### src/rtl/core/plate_character_orderer_macros.svh
// assertion macros shared by the plate character orderer rtl
`ifndef PLATE_CHARACTER_ORDERER_MACROS_SVH
`define PLATE_CHARACTER_ORDERER_MACROS_SVH
`ifndef NO_ASSERTIONS
// property must hold at every clock edge out of reset
`define PCO_ASSERT(lbl, clk, rst_n, prop) \
	lbl: assert property (@(posedge clk) disable iff (!rst_n) prop) \
		else $error("pco assertion failed");
// expression must never be true out of reset
`define PCO_NEVER(lbl, clk, rst_n, expr) \
	lbl: assert property (@(posedge clk) disable iff (!rst_n) !(expr)) \
		else $error("pco forbidden condition seen");
`else
`define PCO_ASSERT(lbl, clk, rst_n, prop)
`define PCO_NEVER(lbl, clk, rst_n, expr)
`endif
`endif

### src/rtl/core/pco_pkg.sv
// shared constants and types of the plate character orderer
package pco_pkg;
	localparam int MAX_CHARS  = 10;
	localparam int COORD_BITS = 12;
	localparam int CLASS_BITS = 6;
	localparam int CONF_BITS  = 16;
	localparam int IDX_W      = $clog2(MAX_CHARS);
	localparam int CNT_W      = $clog2(MAX_CHARS + 1);
	localparam int GEO_W      = 4 * COORD_BITS;
	localparam int ATT_W      = CLASS_BITS + CONF_BITS;
	localparam int SUM_W      = COORD_BITS + CNT_W;
	localparam int SQ_W       = 2 * COORD_BITS + CNT_W;
	localparam int PROD_W     = 2 * COORD_BITS + 2 * CNT_W;
	localparam int MUL_W      = SQ_W + SUM_W;

	typedef struct packed {
		logic             append;
		logic             replace;
		logic             clear;
		logic [IDX_W-1:0] pos;
	} store_cmd_t;

	typedef struct packed {
		logic                  line;
		logic [COORD_BITS-1:0] x;
		logic [IDX_W-1:0]      idx;
		logic [CONF_BITS-1:0]  conf;
	} list_entry_t;
endpackage

### src/rtl/core/plate_character_orderer.sv
// plate character orderer top level: sequencer, shared multiplier and ordering list
//
// usage
// - input channel (in_valid / in_stall) carries one character box per item; last_box
//   marks the final box of a plate
// - output channel (out_valid / out_stall) carries the ordered boxes of a plate, top
//   line first, sorted left to right, close neighbors merged; last_char on the final one
// - a non-final box while fewer than MAX_CHARS are kept is appended; the sequencer stays idle
// - with the store full, the store is read one entry per cycle while the minimum
//   probability is searched, then drop and shift, unless the new box is lower
// - a final box then runs the sums, the multiply and compare steps, line assignment,
//   bubble passes and merging, all through one shared multiplier, one store read port
//   and one list read port; then one item per cycle is emitted while out_stall is
//   low
// - in_stall is high whenever the sequencer is busy
// - the output register holds an item while out_stall is high; the sequencer waits
// - reset clears the kept count and all control; stored boxes need no clearing
module plate_character_orderer (
	input  logic                                 clk,
	input  logic                                 arst_n,
	input  logic                                 in_valid,
	output logic                                 in_stall,
	input  logic [pco_pkg::COORD_BITS-1:0]       box_x,
	input  logic [pco_pkg::COORD_BITS-1:0]       box_y,
	input  logic [pco_pkg::COORD_BITS-1:0]       box_w,
	input  logic [pco_pkg::COORD_BITS-1:0]       box_h,
	input  logic [pco_pkg::CLASS_BITS-1:0]       char_class,
	input  logic [pco_pkg::CONF_BITS-1:0]        confidence,
	input  logic                                 last_box,
	output logic                                 out_valid,
	input  logic                                 out_stall,
	output logic [pco_pkg::COORD_BITS-1:0]       out_x,
	output logic [pco_pkg::COORD_BITS-1:0]       out_y,
	output logic [pco_pkg::COORD_BITS-1:0]       out_w,
	output logic [pco_pkg::COORD_BITS-1:0]       out_h,
	output logic [pco_pkg::CLASS_BITS-1:0]       out_class,
	output logic [pco_pkg::CONF_BITS-1:0]        out_confidence,
	output logic                                 second_line,
	output logic                                 last_char
);
`include "plate_character_orderer_macros.svh"

	localparam int C = pco_pkg::COORD_BITS;

	typedef enum logic [3:0] {
		ST_IDLE, ST_SCAN, ST_DECIDE, ST_SUM, ST_PNSY2, ST_PSY, ST_PSH, ST_CMP,
		ST_CLASS, ST_SORT, ST_MERGE, ST_EMIT
	} state_t;

	state_t                         state_q;
	logic [pco_pkg::CNT_W-1:0]      ptr_q, pass_q, wr_q, total_q;
	logic [pco_pkg::GEO_W-1:0]      geo_in_q;
	logic [pco_pkg::ATT_W-1:0]      att_in_q;
	logic                           last_in_q;
	logic [pco_pkg::CONF_BITS-1:0]  min_q;
	logic [pco_pkg::IDX_W-1:0]      pos_q;
	logic [pco_pkg::SUM_W-1:0]      sy_q, sw_q, sh_q;
	logic [pco_pkg::SQ_W-1:0]       sy2_q;
	logic [pco_pkg::PROD_W-1:0]     pa_q, pb_q, pc_q;
	logic                           two_q;
	pco_pkg::list_entry_t           list_q [pco_pkg::MAX_CHARS];
	pco_pkg::list_entry_t           carry_q;

	logic                           out_valid_q, last_char_q, line_q;
	logic [pco_pkg::GEO_W-1:0]      out_geo_q;
	logic [pco_pkg::ATT_W-1:0]      out_att_q;

	// store port
	pco_pkg::store_cmd_t            cmd;
	logic [pco_pkg::GEO_W-1:0]      wr_geo, rd_geo;
	logic [pco_pkg::ATT_W-1:0]      wr_att, rd_att;
	logic [pco_pkg::IDX_W-1:0]      rd_idx, ptr_idx;
	logic [pco_pkg::CNT_W-1:0]      n;

	// shared multiplier
	logic [pco_pkg::SQ_W-1:0]       mul_a;
	logic [pco_pkg::SUM_W-1:0]      mul_b;
	logic [pco_pkg::MUL_W-1:0]      mul_p;

	logic                           in_acc, load, emit_last, seq_done, mrg_hit;
	pco_pkg::list_entry_t           e, wr_ent;
	logic                           lwr_en;
	logic [pco_pkg::IDX_W-1:0]      lwr_idx;
	logic [C-1:0]                   y, dx;
	logic [pco_pkg::SUM_W-1:0]      n_ext;
	logic [pco_pkg::PROD_W+1:0]     spread;

	assign in_acc   = in_valid && !in_stall;
	assign in_stall = (state_q != ST_IDLE);
	assign ptr_idx  = ptr_q[pco_pkg::IDX_W-1:0];
	assign e        = list_q[ptr_idx];
	assign y        = rd_geo[2*C-1:C];
	assign n_ext    = {{(pco_pkg::SUM_W-pco_pkg::CNT_W){1'b0}}, n};
	assign dx       = e.x - carry_q.x;
	assign load     = (state_q == ST_EMIT) && (!out_valid_q || !out_stall);
	assign emit_last = (ptr_q == total_q - 1'b1);
	assign seq_done = (ptr_q == n);
	// neighbors on the same line closer than half the mean width merge
	assign mrg_hit  = (e.line == carry_q.line) &&
		({mul_p[pco_pkg::SUM_W-1:0], 1'b0} < {1'b0, sw_q});
	// spread test: 4*(n*sum(y^2) - sum(y)^2)
	assign spread   = {pa_q - pb_q, 2'b00};

	assign wr_geo = in_acc ? {box_h, box_w, box_y, box_x} : geo_in_q;
	assign wr_att = in_acc ? {confidence, char_class} : att_in_q;

	always_comb begin
		cmd         = '0;
		cmd.pos     = pos_q;
		cmd.append  = in_acc && (n < pco_pkg::CNT_W'(pco_pkg::MAX_CHARS));
		cmd.replace = (state_q == ST_DECIDE) &&
			!(att_in_q[pco_pkg::ATT_W-1:pco_pkg::CLASS_BITS] < min_q);
		cmd.clear   = load && emit_last;
	end

	assign rd_idx = (state_q == ST_EMIT) ? e.idx : ptr_idx;

	pco_store u_store (
		.clk    (clk),
		.arst_n (arst_n),
		.cmd    (cmd),
		.wr_geo (wr_geo),
		.wr_att (wr_att),
		.rd_idx (rd_idx),
		.rd_geo (rd_geo),
		.rd_att (rd_att),
		.count  (n)
	);

	// operand select for the one multiplier
	always_comb begin
		mul_a = '0;
		mul_b = '0;
		case (state_q)
			ST_SUM: begin
				mul_a = pco_pkg::SQ_W'(y);
				mul_b = pco_pkg::SUM_W'(y);
			end
			ST_PNSY2: begin
				mul_a = sy2_q;
				mul_b = n_ext;
			end
			ST_PSY: begin
				mul_a = pco_pkg::SQ_W'(sy_q);
				mul_b = sy_q;
			end
			ST_PSH: begin
				mul_a = pco_pkg::SQ_W'(sh_q);
				mul_b = sh_q;
			end
			ST_CLASS: begin
				mul_a = pco_pkg::SQ_W'(y);
				mul_b = n_ext;
			end
			ST_MERGE: begin
				mul_a = pco_pkg::SQ_W'(dx);
				mul_b = n_ext;
			end
			default: ;
		endcase
	end
	assign mul_p = pco_pkg::MUL_W'(mul_a) * pco_pkg::MUL_W'(mul_b);

	// list write port: one address per cycle
	always_comb begin
		lwr_en  = 1'b0;
		lwr_idx = ptr_idx;
		wr_ent  = carry_q;
		case (state_q)
			ST_CLASS: begin
				lwr_en       = 1'b1;
				wr_ent.line  = two_q && !(mul_p[pco_pkg::SUM_W-1:0] < sy_q);
				wr_ent.x     = rd_geo[C-1:0];
				wr_ent.idx   = ptr_idx;
				wr_ent.conf  = rd_att[pco_pkg::ATT_W-1:pco_pkg::CLASS_BITS];
			end
			ST_SORT: begin
				if (seq_done) begin
					lwr_en  = 1'b1;
					lwr_idx = pco_pkg::IDX_W'(n - 1'b1);
				end else if (ptr_q != '0) begin
					lwr_en  = 1'b1;
					lwr_idx = pco_pkg::IDX_W'(ptr_q - 1'b1);
					// stable: only a strictly larger key moves right
					wr_ent  = ({carry_q.line, carry_q.x} > {e.line, e.x}) ? e : carry_q;
				end
			end
			ST_MERGE: begin
				lwr_idx = wr_q[pco_pkg::IDX_W-1:0];
				lwr_en  = seq_done || ((ptr_q != '0) && !mrg_hit);
			end
			default: ;
		endcase
	end

	always_ff @(posedge clk) begin
		if (lwr_en) begin
			list_q[lwr_idx] <= wr_ent;
		end
	end

	// sequencer and registered outputs
	always_ff @(posedge clk or negedge arst_n) begin
		if (!arst_n) begin
			state_q     <= ST_IDLE;
			ptr_q       <= '0;
			pass_q      <= '0;
			wr_q        <= '0;
			total_q     <= '0;
			out_valid_q <= 1'b0;
		end else begin
			if (load) begin
				out_valid_q <= 1'b1;
			end else if (!out_stall) begin
				out_valid_q <= 1'b0;
			end
			unique case (state_q)
				ST_IDLE: begin
					ptr_q <= '0;
					if (in_acc) begin
						if (n < pco_pkg::CNT_W'(pco_pkg::MAX_CHARS)) begin
							if (last_box) begin
								state_q <= ST_SUM;
							end
						end else begin
							state_q <= ST_SCAN;
						end
					end
				end
				ST_SCAN: begin
					ptr_q <= ptr_q + 1'b1;
					if (ptr_q == pco_pkg::CNT_W'(pco_pkg::MAX_CHARS - 1)) begin
						state_q <= ST_DECIDE;
					end
				end
				ST_DECIDE: begin
					ptr_q   <= '0;
					state_q <= last_in_q ? ST_SUM : ST_IDLE;
				end
				ST_SUM: begin
					ptr_q <= ptr_q + 1'b1;
					if (ptr_q == n - 1'b1) begin
						state_q <= ST_PNSY2;
					end
				end
				ST_PNSY2: state_q <= ST_PSY;
				ST_PSY:   state_q <= ST_PSH;
				ST_PSH:   state_q <= ST_CMP;
				ST_CMP: begin
					ptr_q   <= '0;
					state_q <= ST_CLASS;
				end
				ST_CLASS: begin
					if (ptr_q == n - 1'b1) begin
						ptr_q   <= '0;
						pass_q  <= '0;
						state_q <= ST_SORT;
					end else begin
						ptr_q <= ptr_q + 1'b1;
					end
				end
				ST_SORT: begin
					if (seq_done) begin
						ptr_q  <= '0;
						pass_q <= pass_q + 1'b1;
						if (pass_q == n - 1'b1) begin
							state_q <= ST_MERGE;
						end
					end else begin
						ptr_q <= ptr_q + 1'b1;
					end
				end
				ST_MERGE: begin
					if (seq_done) begin
						total_q <= wr_q + 1'b1;
						ptr_q   <= '0;
						state_q <= ST_EMIT;
					end else begin
						ptr_q <= ptr_q + 1'b1;
						if (ptr_q == '0) begin
							wr_q <= '0;
						end else if (!mrg_hit) begin
							wr_q <= wr_q + 1'b1;
						end
					end
				end
				ST_EMIT: begin
					if (load) begin
						ptr_q <= ptr_q + 1'b1;
						if (emit_last) begin
							state_q <= ST_IDLE;
						end
					end
				end
				default: state_q <= ST_IDLE;
			endcase
		end
	end

	// datapath registers, no reset
	always_ff @(posedge clk) begin
		if (in_acc) begin
			geo_in_q  <= wr_geo;
			att_in_q  <= wr_att;
			last_in_q <= last_box;
			sy_q  <= '0;
			sy2_q <= '0;
			sw_q  <= '0;
			sh_q  <= '0;
		end
		case (state_q)
			ST_SCAN: begin
				// earliest minimum wins
				if (ptr_q == '0 ||
					rd_att[pco_pkg::ATT_W-1:pco_pkg::CLASS_BITS] < min_q) begin
					min_q <= rd_att[pco_pkg::ATT_W-1:pco_pkg::CLASS_BITS];
					pos_q <= ptr_idx;
				end
			end
			ST_SUM: begin
				sy_q  <= sy_q + pco_pkg::SUM_W'(y);
				sy2_q <= sy2_q + pco_pkg::SQ_W'(mul_p[2*C-1:0]);
				sw_q  <= sw_q + pco_pkg::SUM_W'(rd_geo[3*C-1:2*C]);
				sh_q  <= sh_q + pco_pkg::SUM_W'(rd_geo[4*C-1:3*C]);
			end
			ST_PNSY2: pa_q <= mul_p[pco_pkg::PROD_W-1:0];
			ST_PSY:   pb_q <= mul_p[pco_pkg::PROD_W-1:0];
			ST_PSH:   pc_q <= mul_p[pco_pkg::PROD_W-1:0];
			ST_CMP:   two_q <= spread > {2'b00, pc_q};
			ST_SORT: begin
				if (ptr_q == '0) begin
					carry_q <= e;
				end else if (!seq_done &&
					!({carry_q.line, carry_q.x} > {e.line, e.x})) begin
					carry_q <= e;
				end
			end
			ST_MERGE: begin
				if (ptr_q == '0) begin
					carry_q <= e;
				end else if (!seq_done) begin
					if (!mrg_hit || !(e.conf < carry_q.conf)) begin
						carry_q <= e;
					end
				end
			end
			default: ;
		endcase
		if (load) begin
			out_geo_q   <= rd_geo;
			out_att_q   <= rd_att;
			line_q      <= e.line;
			last_char_q <= emit_last;
		end
	end

	assign out_valid      = out_valid_q;
	assign out_x          = out_geo_q[C-1:0];
	assign out_y          = out_geo_q[2*C-1:C];
	assign out_w          = out_geo_q[3*C-1:2*C];
	assign out_h          = out_geo_q[4*C-1:3*C];
	assign out_class      = out_att_q[pco_pkg::CLASS_BITS-1:0];
	assign out_confidence = out_att_q[pco_pkg::ATT_W-1:pco_pkg::CLASS_BITS];
	assign second_line    = line_q;
	assign last_char      = last_char_q;

	`PCO_NEVER(a_cnt_range, clk, arst_n, n > pco_pkg::CNT_W'(pco_pkg::MAX_CHARS))
	`PCO_ASSERT(a_clear_after_run, clk, arst_n, (load && emit_last) |=> (n == '0))
	`PCO_ASSERT(a_total_fits, clk, arst_n, (state_q == ST_EMIT) |-> (total_q != '0 && total_q <= n))
	`PCO_ASSERT(a_emit_in_order, clk, arst_n, (load && !emit_last) |=> (state_q == ST_EMIT))
endmodule

### src/rtl/core/pco_store.sv
// kept box store: append, drop-and-shift replace, single read port
module pco_store (
	input  logic                      clk,
	input  logic                      arst_n,
	input  pco_pkg::store_cmd_t       cmd,
	input  logic [pco_pkg::GEO_W-1:0] wr_geo,
	input  logic [pco_pkg::ATT_W-1:0] wr_att,
	input  logic [pco_pkg::IDX_W-1:0] rd_idx,
	output logic [pco_pkg::GEO_W-1:0] rd_geo,
	output logic [pco_pkg::ATT_W-1:0] rd_att,
	output logic [pco_pkg::CNT_W-1:0] count
);
	logic [pco_pkg::GEO_W-1:0] geo_q [pco_pkg::MAX_CHARS];
	logic [pco_pkg::ATT_W-1:0] att_q [pco_pkg::MAX_CHARS];
	logic [pco_pkg::CNT_W-1:0] cnt_q;

	always_ff @(posedge clk or negedge arst_n) begin
		if (!arst_n) begin
			cnt_q <= '0;
		end else if (cmd.clear) begin
			cnt_q <= '0;
		end else if (cmd.append) begin
			cnt_q <= cnt_q + 1'b1;
		end
	end

	// payload, no reset
	always_ff @(posedge clk) begin
		if (cmd.append) begin
			geo_q[cnt_q[pco_pkg::IDX_W-1:0]] <= wr_geo;
			att_q[cnt_q[pco_pkg::IDX_W-1:0]] <= wr_att;
		end else if (cmd.replace) begin
			for (int i = 0; i < pco_pkg::MAX_CHARS - 1; i++) begin
				if (i >= int'(cmd.pos)) begin
					geo_q[i] <= geo_q[i+1];
					att_q[i] <= att_q[i+1];
				end
			end
			geo_q[pco_pkg::MAX_CHARS-1] <= wr_geo;
			att_q[pco_pkg::MAX_CHARS-1] <= wr_att;
		end
	end

	assign rd_geo = geo_q[rd_idx];
	assign rd_att = att_q[rd_idx];
	assign count  = cnt_q;
endmodule

### config.mk
export PLATFORM = sky130hd
export DESIGN_NAME = plate_character_orderer
export DESIGN_NICKNAME = d
export VERILOG_FILES = /design/src/rtl/core/pco_pkg.sv /design/src/rtl/core/plate_character_orderer.sv /design/src/rtl/core/pco_store.sv
export VERILOG_INCLUDE_DIRS = /design/src /design/src/rtl/core
export SDC_FILE = /design/constraint.sdc
export NUM_CORES = 2
export LEC_CHECK = 0
export BUFFER_PORTS_ARGS = -buffer_cell sky130_fd_sc_hd__buf_2
export CELL_PAD_IN_SITES_DETAIL_PLACEMENT = 0
export CELL_PAD_IN_SITES_GLOBAL_PLACEMENT = 1
export CORE_ASPECT_RATIO = 0.9
export CORE_MARGIN = 1
export CORE_UTILIZATION = 45
export CTS_BUF_LIST = sky130_fd_sc_hd__clkbuf_4 sky130_fd_sc_hd__clkbuf_8
export DETAILED_ROUTE_END_ITERATION = 7
export PLACE_DENSITY = 0.82
export SETUP_SLACK_MARGIN = 0.5
export SYNTH_ARGS = -nofsm -noshare
export SYNTH_HDL_FRONTEND = slang
export SYNTH_SLANG_ARGS = --single-unit
### constraint.sdc
create_clock -name clk -period 28.1 [get_ports clk]
set_clock_uncertainty 0.05 [all_clocks]
set_input_delay 1.405 -clock clk [delete_from_list [all_inputs] [get_ports clk]]
set_output_delay 1.405 -clock clk [all_outputs]
set_load 0.01 [all_outputs]
Word level (Yosys, flattened, before mapping)
Memories as Yosys holds them, arrays and structs flattened.
Cells that the tools add are included.
{ "op_classes": {"n_addsub": 13, "n_mul": 1, "n_div": 0, "n_lt_le_gt_ge": 17, "n_eq_ne": 32, "n_shift": 0, "mux": 102, "n_bitwise": 1, "n_reduce_logical": 45} }
{ "ops": {"columns": ["cell", "n"], "rows": [
  ["$mux W33", 8],
  ["$pmux W28 S5", 1],
  ["$pmux W33 S2", 2],
  ["$mux W4", 25],
  ["$mux W48", 2],
  ["$lt A16 B16 Y1", 4],
  ["$mux W16", 4],
  ["$pmux W16 S4", 1],
  ["$mux W28", 2],
  ["$mux W1", 49],
  ["$add A16 B12 Y16", 3],
  ["$pmux W4 S12", 1],
  ["$reduce_or A48 Y1", 1],
  ["$mux W22", 2],
  ["$gt A34 B32 Y1", 1],
  ["$mul A28 B16 Y32", 1],
  ["$sub A32 B32 Y32", 1],
  ["$add A28 B24 Y28", 1],
  ["$reduce_or A22 Y1", 1],
  ["$eq A4 B4 Y1 const B", 5],
  ["$pmux W4 S5", 1],
  ["$ne A2 B2 Y1 const B", 9],
  ["$lt A17 B16 Y1", 1],
  ["$add A4 B1 Y4 const B", 4],
  ["other kinds (32)", 81]
]} }
{ "word_totals": {"regBits": 394, "latch_bits": 0, "ram_bits": 1030, "romBits": 0, "inputBits": 75, "out_inout_bits": 74, "wordCells": 242, "mem_count": 3} }
{ "memory_table": {"columns": ["memory", "words", "word_bits", "rd", "rd_ports_with_merged_regs", "wr", "line_no", "text"], "rows": [
  ["u_store.geo_q", 10, 48, 10, 0, 10, "pco_store.sv:13", "logic [pco_pkg::GEO_W-1:0] geo_q [pco_pkg::MAX_CHARS];"],
  ["list_q", 10, 33, 1, 0, 1, "plate_character_orderer.sv:61", "pco_pkg::list_entry_t list_q [pco_pkg::MAX_CHARS];"],
  ["u_store.att_q", 10, 22, 10, 0, 10, "pco_store.sv:14", "logic [pco_pkg::ATT_W-1:0] att_q [pco_pkg::MAX_CHARS];"]
]} }

Longest topological paths before layout
An unclocked memory read counts as a cell.
{ "logic_depth": {"ltp_word": 13, "ltp_mapped": 54} }

Modules after synthesis
From an unflattened synthesis, not the netlist that was laid out.
{ "hier_totals": {"hier_cells": 6474, "hier_area_um2": 96791.6} }
{ "modules_own_cells": {"columns": ["module", "n_inst", "cells_per_inst", "area_per_inst_um2"], "rows": [
  ["pco_store", 1, 2460, 49896.6],
  ["plate_character_orderer", 1, 4014, 46895.0]
]} }

Worst setup path before layout
OpenSTA, ideal clock, no wires.
{ "synth_timing": {"kind": "register to register", "startpoint": "reg ptr_q (netlist bit ptr_idx[0])", "endpoint": "mem list_q[0][0] (netlist name), enable pin", "setup_time_ns": 0.518, "arrival_ns": 14.031, "required_ns": 27.532, "path_slack_ns": 13.501, "path_stages_with_launch": 48, "n_path_buf": 6, "cell_sequence": "dfrtp_1 buf_6 buf_2 buf_1 buf_1 mux4_2 mux2_2 o21ai_0 inv_1 ha_1 nor2b_1 o21ai_0 nand2b_1 a31o_2 a21o_1 a21oi_1 xor2_1 o211a_1 [... 12 more ...] inv_1 ha_1 or4_1 and3_1 o21ai_0 nor2b_1 xnor2_1 ha_1 and3_1 nand3_1 nor2_1 o21ai_0 a21oi_1 o221a_2 nor4b_1 a31o_2 clkbuf_1 nor4b_1"} }
{ "synth_lines": {"columns": ["item", "line_no", "text"], "rows": [
  ["start, declared", "plate_character_orderer.sv:51", "logic [pco_pkg::CNT_W-1:0] ptr_q, pass_q, wr_q, total_q;"],
  ["start signal, assigned", "plate_character_orderer.sv:231", "ptr_q <= ptr_q + 1'b1;"],
  ["start signal, assigned", "plate_character_orderer.sv:241", "ptr_q <= ptr_q + 1'b1;"],
  ["start signal, assigned", "plate_character_orderer.sv:259", "ptr_q <= ptr_q + 1'b1;"],
  ["end, declared", "plate_character_orderer.sv:61", null]
]} }

==> summary.txt <==
Floorplanning
  – Chip height: approximately 450 um
  – Total core area: 216,700 um2
  – Die area: approximately 220,000 um2
  – Initial Util: 45.31%
  – Row count: 162
  – Io pins: about 150
  – Die X: 494.4 um

Critical path
  – CP required: 28,640 ps
  – R2R Setup Slk: between 10,000 and 15,000 ps
  – CP max FO: 70
  – CP arrival: roughly 15,000 ps
  – Slowest-stage cell, CP: o21ai_0
  – CP most frequent cell: fa_1
  – FF-to-FF path depth: 37
  – Max incr delay on CP: between 1000 and 1500 ps
  – CP endpoint kind: flip-flop
  – Kind of critical path: reg2reg
  – Type of origin of the critical path: flip-flop

Placed design
  – Place WS: 13,920 ps
  – # port buffers: approximately 150
  – Inst Count DP: around 11,000
  – Hpwl dp: about 170,000 um
  – RD Place Congestion: approximately 0.9

Pwr
  – Switching share of power: 43.35%
  – Logic pwr share: slightly above 50%
  – Power density cells: approximately 120 nW/um2
  – Seq pwr share: a little under a third
  – Pleak: 42.18 nW
  – Clock share of power: 17.1%
  – Internal power: ~7.7 mW
  – VDD IR max: between 0.00008 and 0.00009 V
  – P_sw: between 5 and 6 mW

STA
  – Fin. Hold Viols: 0
  – Min Clock Period, post-route: between 10,000 and 15,000 ps
  – Final worst slack: between 10,000 and 15,000 ps
  – Fin crit share: about half
  – Setup-failing EPs final: 0
  – Post-route setup TNS: 0 ps
  – Least-Margin Pin Slew: between 1000 and 1500 ps
  – Hold slack: ~380 ps
  – RSZ-0062 raised after global routing: false
  – Max Clock Freq: just under 0.07 GHz
  – Final Slew Violations: 0
  – Slew HR: between 9 and 10%

Clocking
  – Clk_lat worst skew: roughly 1100 ps
  – Worst-path clk slew: 70 ps
  – Post-CTS setup buffers: 0
  – CTS resizes: 0
  – H-tree Lvls: 5
  – Root buffer cell: clkbuf_8
  – CTS tree: done
  – Hold buffer count at CTS: 0
  – Maximum buffer depth of the clock tree: 4
  – CTS sink cnt: around 1,800
  – Total CTS buffers: 322

Routing
  – Routed wire length: around 270,000 um
  – Average wire per standard cell: about 23 um
  – Via count: roughly 66,000
  – Antenna viol nets, final: 0
  – Via density: about 5.6
  – Drt drc: 0
  – Pre-antenna DRT Iters: 6
  – Starting DRT DRC Count: roughly 6,400

Final layout
  – Commonest non-fill, non-tap cells in the layout: edfxtp_1 (1,819), nand2_1 (1,499), mux2_2 (665)
  – Layout Area Growth over Synthesis: 11.84%
  – Most common cell after layout, fill and taps aside: edfxtp_1
  – Layout cells sized above 1: between 10% and 20%
  – Number of nets in the layout: between 9,000 and 10,000
  – Fin cells: approximately 12,000
  – FILL cells: 18,650

Global routing
  – Initial antenna violation count: 7
  – Vias in the first global route: 65,540
  – GRT overflow: 0
  – Largest net degree at the start of global routing: between 100 and 150
  – First-pass GRT wire length: between 400,000 and 500,000 um
  – GRT Resource Usage Total: approximately 25%

Yosys
  – Number of distinct library cells after synthesis: 87
  – Syn Inst Count: slightly below 8,000
  – EDFF count, synth: ~1,800
  – Part of the Yosys area used for sequential elements: a little under three fifths
  – Post-synthesis register bit count: about 1,800
  – Synth Warn #: 0
  – Post-synth design cell area: 98,190 um2
  – Avg Cell Area, Syn: between 10 and 15 um2
  – Ys async rst share: approximately 1.4%
  – Ys flop type: edfxtp_1

Job
  – Max cap viols: 0

Status
  – Status: completed

Worst hold path
  – Hold WC Path Type: in2async
-- cells by family after synthesis --
logic type / Yosys count / share of synthesized area (%)
AO/OA/AOI/OAI: 908 / 6.467
other: 2 / 0.007649
buffers and inverters: 931 / 3.832
AND/OR/NAND/NOR: 2589 / 11.60
flip-flops: 1844 / 56.27
adder cells (fa/ha/maj): 605 / 10.04
XOR/XNOR: 149 / 1.329
multiplexers: 863 / 10.45
-- power groups by stage --
stage / registers [mW] / logic [mW] / clock network, mW
after global placement: 4.34 / 6.71 / 0
after global routing: 4.36 / 7.59 / 2.48
after CTS: 4.31 / 6.92 / 2.37
final: 4.32 / 6.97 / 2.33
after floorplan: 4.27 / 4.63 / 0
after detailed placement: 4.36 / 6.88 / 0
-- metrics by stage --
stage / utilization (%) / total power, mW / area [um2]
2_1_floorplan: - / 8.900 / 100000
3_3_place_gp: 47.98 / 11.05 / 104000
3_5_place_dp: 47.98 / 11.25 / 104000
4_1_cts: 50.67 / 13.60 / 109800
5_1_grt: 50.68 / 14.43 / 109800
6_report: 50.68 / 13.61 / 109800
-- critical path, delay by kind of cell (launching register included) --
family / cells / cell delay (ps)
AO/OA/AOI/OAI: 10 / 2770
XOR/XNOR: 1 / 550
adder cells (fa/ha/maj): 8 / 3540
buffers and inverters: 9 / 3510
flip-flops: 1 / 770
multiplexers: 1 / 330
AND/OR/NAND/NOR: 8 / 2400
-- synthesized netlist by cell type (107+ instances only) --
cell type	n	share of area [%]
edfxtp_1	1819	56
nand2_1	1505	5.8
mux2_2	665	7.6
inv_1	507	1.9
nand3_1	432	2.2
fa_1	305	6.2
ha_1	300	3.8
clkbuf_1	224	0.86
nor2_1	188	0.72
a21oi_1	176	0.90
a311oi_1	147	1.3
buf_2	139	0.71
mux2i_1	134	1.4
and3_1	125	0.80
o21ai_0	125	0.64
a31oi_1	107	0.68
-- per-layer routing --
metal	share of wire, %	global-route usage, %	up-vias
li1	-	-	29420
met1	41	32.54	32940
met2	47	39.67	2690
met3	8.1	4.629	562
met4	4.3	10.57	4
met5	0.014	0	-
-- area by class of cell --
| type | count | area, um2 | area share [%] |
|---|---|---|---|
| Antenna cell | 6 | 15.01 | 0.01367 |
| Multi-Input combinational cell | 5600 | 41440 | 37.73 |
| Sequential cell | 1844 | 55260 | 50.32 |
| Clock inverter | 115 | 613.1 | 0.5583 |
| Clock buffer | 422 | 5226 | 4.759 |
| Timing Repair Buffer | 280 | 1744 | 1.588 |
| Inverter | 512 | 1929 | 1.757 |
| Tap cell | 2870 | 3591 | 3.270 |
-- registers in the layout, indices dropped and copies added (netlist names), 28 cells and up --
name           count
pb_q              32
u_store.geo_q    768
pc_q              32
geo_in_q          48
carry_q           33
u_store.att_q    352
list_q           330
out_geo_q         48
sy2_q             28
pa_q              32
-- worst paths after layout --
check                                             from                      end
worst max-delay path            ptr_idx[0]$_DFFE_PN0P_  list_q[0][32]$_DFFE_PP_
worst min register to register  total_q[1]$_DFFE_PN0P_   total_q[1]$_DFFE_PN0P_
max in group asynchronous                       arst_n   ptr_idx[0]$_DFFE_PN0P_
worst min-delay path                            arst_n      wr_q[3]$_DFFE_PN0P_
worst max register to register  ptr_idx[0]$_DFFE_PN0P_  list_q[0][32]$_DFFE_PP_
min in group clk                total_q[1]$_DFFE_PN0P_   total_q[1]$_DFFE_PN0P_
Note: power is estimated with default switching activity, not from simulation.
